<file path="config.mk">
export PLATFORM = sky130hd
export DESIGN_NAME = ugpf_ram
export DESIGN_NICKNAME = d
export VERILOG_FILES = /design/src/ugpf_ram.sv
export SDC_FILE = /design/constraint.sdc
export NUM_CORES = 1
export LEC_CHECK = 0
export ABC_CLOCK_PERIOD_IN_PS = 2400
export BUFFER_PORTS_ARGS = -buffer_cell sky130_fd_sc_hd__buf_2
export CORE_AREA = 3 3 123 184
export CTS_CLUSTER_DIAMETER = 200
export CTS_CLUSTER_SIZE = 28
export DETAILED_ROUTE_END_ITERATION = 8
export DIE_AREA = 0 0 126 187
export MAX_ROUTING_LAYER = met4
export PLACE_DENSITY = 0.46
export SLEW_MARGIN = 40
export SYNTH_ARGS = -nofsm -noshare
export SYNTH_HDL_FRONTEND = slang
export SYNTH_SLANG_ARGS = --single-unit
</file>
<file path="constraint.sdc">
create_clock -name clk_i -period 2.4 [get_ports clk_i]
set_clock_uncertainty 0.2 [all_clocks]
set_input_delay 0.48 -clock clk_i [delete_from_list [all_inputs] [get_ports clk_i]]
set_output_delay 0.48 -clock clk_i [all_outputs]
set_load 0.01 [all_outputs]
</file>
<file path="src/ugpf_ram.sv">
// ----------------------------------------------------------------------------
// ugpf_ram
// generic single-write, single-read ram with registered read data
// ----------------------------------------------------------------------------
module ugpf_ram #(
  parameter int unsigned WIDTH = 8,
  parameter int unsigned DEPTH = 16,
  localparam int unsigned AW = (DEPTH > 1) ? $clog2(DEPTH) : 1
) (
  input  logic             clk_i,
  input  logic             we_i,
  input  logic [AW-1:0]    waddr_i,
  input  logic [WIDTH-1:0] wdata_i,
  input  logic             re_i,
  input  logic [AW-1:0]    raddr_i,
  output logic [WIDTH-1:0] rdata_o
);

  logic [WIDTH-1:0] mem_q [DEPTH];
  logic [WIDTH-1:0] rdata_q;

  always_ff @(posedge clk_i) begin
    if (we_i) begin
      mem_q[waddr_i] <= wdata_i;
    end
    if (re_i) begin
      rdata_q <= mem_q[raddr_i];
    end
  end

  assign rdata_o = rdata_q;

endmodule

</file>
Word-level counts from Yosys, hierarchy flattened
Memory sizes are Yosys's and may differ from the RTL's. A register that Yosys moved wholly into a read port is not among the register bits.
Index checks and enable logic that the tools add are counted.
W data, S select, Z words.
{ "op_classes": {"n_mux": 2} }
{ "ops": {"columns": ["cell", "n"], "rows": [
  ["$mux W1", 2]
]} }
{ "word_totals": {"elab_cells": 3, "register_bits": 0, "memories": 1, "in_bits": 19, "ram_bits": 128} }
{ "mem_list": {"columns": ["name", "depth", "width", "read_ports", "rd_clocked_by_memory_dff", "wr", "line_no", "rtl"], "rows": [
  ["mem_q", 16, 8, 1, 1, 1, "19", "logic [WIDTH-1:0] mem_q [DEPTH];"]
]} }

Longest topological paths before layout
Gate-level depths: netlist (run 1).
{ "logic_depth": {"word_depth": 2, "depth_mapped": 5} }

Worst setup path after synthesis (run 1)
Ideal clock, no wire load.
{ "synth_timing": {"kind": "input -> register", "startpoint": "in waddr_i[2]", "endpoint": "mem mem_q[0][0], enable pin", "path_stages": 2, "t_arrival_ps": 1590, "required_time_ps": 1817, "slack_ps": 227, "path_cell_list": "or3b_2 -> nor3_1"} }
{ "synth_rtl": {"columns": ["element", "line_no", "rtl"], "rows": [
  ["start, declared", "12", "input logic [AW-1:0] waddr_i,"],
  ["end, declared", "19", null]
]} }
No word-level cell before the write port.

==> results of run 1 <==
## flip-flops by register name, summed over array words and instances (netlist names)
name / flops
rdata_o: 8
mem_q: 128
## metrics by stage
| step | total power (uW) | cells | hold WS (ns) | instance area [um^2] | setup WS [ns] |
|---|---|---|---|---|---|
| after global placement | 2997 | 537 | 0.5378 | 5824 | 0.1153 |
| after CTS | 5548 | 569 | 0.2273 | 6405 | 0.5566 |
| final | 5467 | 569 | 0.2363 | 6405 | 0.5514 |
| after global routing | 5677 | 569 | 0.2255 | 6405 | 0.4946 |
| after floorplan | 2877 | 229 | 0.3789 | 5228 | 0.2271 |
| after detailed placement | 3005 | 537 | 0.5365 | 5824 | 0.1156 |
## worst max-delay path, cell delays in order
cell     delay, ns
buf_2         0.14
buf_12        0.21
mux4_1        0.58
a22oi_1       0.29
nand2_1       0.08
## final timing paths
path,start,endpoint,cells past startpoint
max reg2reg,mem_q[1][3],rdata_o[3],3
min,re_i,rdata_o[2],1
max,raddr_i[0],rdata_o[2],5
min reg2reg,mem_q[14][7],rdata_o[7],3
## layout make-up
class                      count  area (um^2)
multi-input combinational     83         1057
sequential                   136         4084
clock buffer                  18        429.2
timing repair buffer          50        347.8
fill                        2060        14740
clock inverter                14        151.4
tap                          268        335.3
## kinds of logic after synthesis
| family | after synthesis | share of synthesized area, % |
|---|---|---|
| multiplexers | 32 | 14.79 |
| AND/OR/NAND/NOR | 35 | 3.136 |
| AO/OA/AOI/OAI | 16 | 2.298 |
| flip-flops | 136 | 78.12 |
| buffers and inverters | 10 | 1.651 |
## power by group through the flow
stage,clock network [uW],registers (uW),logic (uW)
after global routing,2700,2690,283
after CTS,2590,2690,267
after global placement,0,2740,259
after floorplan,0,2740,135
final,2520,2690,257
after detailed placement,0,2740,266
## layout by cell type, fill, tap and decap left out, types with 3 or more instances in the layout
cell type,instances
edfxtp_1,136
buf_2,26
buf_4,21
mux4_2,18
clkbuf_16,17
a22oi_1,16
mux4_1,14
nor2_1,13
nand2_1,9
clkinvlp_4,5
nor3_1,4
clkinv_4,3
buf_12,3
## per-layer routing
layer | track usage [%] | wire [um]
met5 | - | 0
met3 | 2.429 | 268
met2 | 17.34 | 6078
met4 | 4.211 | 95
met1 | 11.16 | 4568
==> metrics.txt, run 1 <==
vias in the first global route=2794; root buf cell=clkbuf_16; drt pass-1 iters=4; TritonCTS clock tree=built; number of synthesized flops with an enable pin=136; R2R Setup Slk=0.66 ns; Seq/Total Area, Yosys=78.12%; dominant synthesized flop cell=edfxtp_1; combinational power share=4.7%; total length of routed wires=11.01 mm; startpoint types=input pin; DR WL/cell=19.35 um; post-CTS sizing=0; synth warn=0; Critical Path AT=1.81 ns; CP max FO=21; Syn Inst Count=229; All-Layer GR Usage=10.10%; chip height=187 um; initial antenna violation count=0; Synth area leader=edfxtp_1; RSZ-0062 raised after global routing=false; WS Path Type=input pin to register; total core area=21150 um^2; critical path data required time=2.36 ns; # H-tree levels=4; Psw=1146 uW; MaxCap Viol Count=0; syn nets=248; Max VDD drop=0.0004862 V; Pwr Density=853.5 nW/um^2; clk_lat worst skew=0.41 ns; Highest Clock Rate=540.9 MHz; Hold Vio Cnt, Final=0; post-CTS setup buffers=0; Post-synth ARST share=0%; fin. max-slew vios=0; FP Rows=65; Clock Tree Buf Depth=2; Post-DRT Antenna Nets=0; final setup fails=0; CTS Buf Count=17; initial DRC count=137; crit end category=register; slew margin rel.=73.35%; vias per cell=4.336; TNS Setup=0 ns; global-route wire length before repair=16.95 mm; synth unique cells=18; status=finished, final reports clean; min-delay worst type=input pin to register; die area=23560 um^2; Least-Margin Pin Slew=0.3997 ns; IO buf count=26; I/O pins=27; CTS clk-pin slew, worst paths=0.06 ns; Die Width=126 um; flops & latches, synth=136; most common cell in the synthesized netlist=edfxtp_1; pin count of the biggest net entering global routing=33; register share of total power=49.2%; Initial Util=24.72%; Internal=4320 uW; Post-synth top cells=136 x edfxtp_1, 18 x mux4_2, 16 x a22oi_1; DRC violations left=0; Post-CTS Hold Buffers=0; min Tclk post-route=1.849 ns; synth top area cells=edfxtp_1 78%, mux4_2 7.8%, mux4_1 7.0%; Mean Syn Cell Area=22.83 um^2; post-DP HPWL=7.317 mm; area delta synth->final=22.52%; Sink Count=136; grt ovf=0; Placer Congestion=0.7304; final period utilization=77.03%; post-synthesis instance area=5228 um^2; Sw Share=20.97%; share of cells above drive strength 1=33.22%; Yosys top cell area share=78.12%; LEAKAGE=0.002119 uW; Nets=307; clock share of power=46.1%; via count=2467; Core Util, Final=30.29%; Antenna Diode Count=0
Power figures use the tool's default switching activity.
==> run 2, diff against run 1 <==
--- a/config.mk
+++ b/config.mk
@@ -5,7 +5,7 @@
 export SDC_FILE = /design/constraint.sdc
 export NUM_CORES = 1
 export LEC_CHECK = 0
-export ABC_CLOCK_PERIOD_IN_PS = 2400
+export ABC_CLOCK_PERIOD_IN_PS = 1600
 export BUFFER_PORTS_ARGS = -buffer_cell sky130_fd_sc_hd__buf_2
 export CORE_AREA = 3 3 123 184
 export CTS_CLUSTER_DIAMETER = 200
@@ -13,7 +13,7 @@
 export DETAILED_ROUTE_END_ITERATION = 8
 export DIE_AREA = 0 0 126 187
 export MAX_ROUTING_LAYER = met4
-export PLACE_DENSITY = 0.46
+export PLACE_DENSITY = 0.47
 export SLEW_MARGIN = 40
 export SYNTH_ARGS = -nofsm -noshare
 export SYNTH_HDL_FRONTEND = slang
==> constraint.sdc (replaced) <==
create_clock -name clk_i -period 1.6 [get_ports clk_i]
set_clock_uncertainty 0.2 [all_clocks]
set_input_delay 0.32 -clock clk_i [delete_from_list [all_inputs] [get_ports clk_i]]
set_output_delay 0.32 -clock clk_i [all_outputs]
set_load 0.01 [all_outputs]
==> run 2 against run 1 <==
Effect of this change: combinational power is 66% higher; routed wire length is 0.69% higher; hold slack worse by 0.16 ns; setup slack worse by 0.54 ns; global-route usage is 0.29 points higher; cell area is 1.5% higher; die area stayed put; sequential power is 50% higher; cell count is 1.1% higher; critical endpoint is now rdata_o[3].
==> metrics.txt, run 2 (synthesized netlist as in run 1, its figures left out) <==
status=finished, final reports clean (unchanged); multi-input logic area=1079 um^2 (was 1057 um^2); Reg with most FFs=mem_q (unchanged); CTS clk-pin slew, worst paths=0.06 ns (about the same); initial antenna violation count=0 (unchanged); FP Rows=65 (unchanged); fin. max-slew vios=0 (unchanged); WP buf/inv=0 (was 2); Sink Count=136 (unchanged); R2R Setup Slk=0.01 ns (was 0.66 ns); global-route wire length before repair=17.19 mm (was 16.95 mm); post-route insts no fill=575 (was 569); Clock Tree Buf Depth=2 (unchanged); grt ovf=0 (unchanged); TNS Setup=0 ns (unchanged); drt pass-1 iters=4 (unchanged); initial DRC count=214 (was 137); crit-path leading delay family=multiplexers (unchanged); area delta synth->final=24.37% (was 22.52%); Critical Path AT=1.55 ns (was 1.81 ns); slew margin rel.=48.04% (was 73.35%); LEAKAGE=0.002096 uW (was 0.002119 uW); Die Width=126 um (unchanged); Max VDD drop=0.0006584 V (was 0.0004862 V); startpoint types=register (was input pin); vias per cell=4.167 (was 4.336); Final Power=8117 uW (was 5467 uW); pin count of the biggest net entering global routing=17 (was 33); FF-to-FF End=rdata_o[3] (unchanged); DP Cell Count=542 (was 537); Pwr Density=1249 nW/um^2 (was 853.5 nW/um^2); crit end category=register (unchanged); worst r2r path cells=3 (unchanged); TritonCTS clock tree=built (unchanged); die area=23560 um^2 (unchanged); FF-to-FF Start=mem_q[3][3] (was mem_q[1][3]); Post-DRT Antenna Nets=0 (unchanged); IO buf count=26 (unchanged); RSZ-0062 raised after global routing=true (was false); dpl cell area=5902 um^2 (was 5824 um^2); DR WL/cell=19.28 um (was 19.35 um); All-Layer GR Usage=10.39% (was 10.10%); min-delay worst type=input pin to register (unchanged); total length of routed wires=11.09 mm (was 11.01 mm); CP max FO=1 (was 21); # H-tree levels=4 (unchanged); Initial Util=24.72% (unchanged); slowest stage delay, CP=0.47 ns (was 0.58 ns); cell area after layout=6501 um^2 (was 6405 um^2); max reg flops=128 (unchanged); Placer Congestion=0.7618 (was 0.7304); most frequent cells in the layout=136 x edfxtp_1, 32 x mux4_2, 26 x buf_2 (was 136 x edfxtp_1, 26 x buf_2, 21 x buf_4); I/O pins=27 (unchanged); Sequential Area=4084 um^2 (unchanged); CTS Buf Count=17 (unchanged); CP max stage cell=mux4_2 (was mux4_1); Hold Vio Cnt, Final=0 (unchanged); final setup fails=0 (unchanged); DRC violations left=0 (unchanged); pre-CTS setup slack=-0.4659 ns (was 0.1156 ns); Least-Margin Pin Slew=0.7777 ns (was 0.3997 ns); Worst Setup EP=rdata_o[3] (was rdata_o[2]); vias in the first global route=2672 (was 2794); min Tclk post-route=1.588 ns; via count=2396 (was 2467); Nets=312 (was 307); post-DP HPWL=7.774 mm (was 7.317 mm); Worst path depth=3 (was 5); clk_lat worst skew=0.41 ns (about the same); final worst slack=0.01248 ns (was 0.5514 ns); Filler cells=2046 (was 2060); Setup crit start=mem_q[3][3] (was raddr_i[0]); Post-CTS Hold Buffers=0 (unchanged); root buf cell=clkbuf_16 (unchanged); WS Path Type=register to register (was input pin to register); final period utilization=99.22%; critical path data required time=1.56 ns (was 2.36 ns); CP Cell Sequence=mux4_2 > a22oi_1 > nand2_1 (was buf_2 > buf_12 > mux4_1 > a22oi_1 > nand2_1); commonest non-fill, non-tap cell in the layout=edfxtp_1 (unchanged); share of cells above drive strength 1=43.79% (was 33.22%); chip height=187 um (unchanged); total core area=21150 um^2 (unchanged); Highest Clock Rate=629.9 MHz; MaxCap Viol Count=0 (unchanged)
run 2: layer usage:
metal  vias to the layer above  track usage, %  share of wire [%]
met5                         -               -                  0
met4                         0           3.840                1.5
met3                        11           3.171                3.5
met2                        51           16.71                 52
met1                      1236           12.30                 43
li1                       1098               -                  -
run 2: worst min path at each step:
stage | slack (ns) | depth (start not counted) | start | end
3_5_place_dp | 0.50 | 1 | re_i | rdata_o[4]
4_1_cts | 0.06 | 1 | re_i | rdata_o[1]
6_report | 0.07 | 1 | re_i | rdata_o[3]
2_1_floorplan | 0.22 | 0 | wdata_i[0] | mem_q[0][0]
3_3_place_gp | 0.50 | 1 | re_i | rdata_o[4]
5_1_grt | 0.07 | 1 | re_i | rdata_o[1]
run 2: what timing repair did:
action / in CTS / in global routing
buffers inserted: 0 / 0
gates resized for setup: 5 / 3
pin swaps: 0 / 1
setup endpoints to repair: 5 / 8
run 2: cell type report:
class,instances,share of cell area (%)
timing repair buffer,55,6.697
sequential,136,62.82
antenna,1,0.03849
clock buffer,17,6.543
multi-input combinational,83,16.59
tap,268,5.158
clock inverter,15,2.155
run 2: worst register-to-register path, delay by kind of cell (launching register included):
kind | cells | cell delay (ns)
AO/OA/AOI/OAI | 1 | 0.20
flip-flops | 1 | 0.36
multiplexers | 1 | 0.47
AND/OR/NAND/NOR | 1 | 0.10
run 2: report_power, final:
| group | total, uW | internal [uW] | switching [uW] |
|---|---|---|---|
| Clock | 3660 | 2160 | 1500 |
| Sequential | 4030 | 4010 | 18.3 |
| Combinational | 427 | 189 | 238 |
| Total | 8120 | 6360 | 1760 |
run 2: through the flow:
stage	hold slack (ns)	utilization [%]
after floorplan	0.2189	-
after global placement	0.5015	27.90
after detailed placement	0.5017	27.91
after CTS	0.06048	30.70
after global routing	0.06510	30.73
final	0.07392	30.75
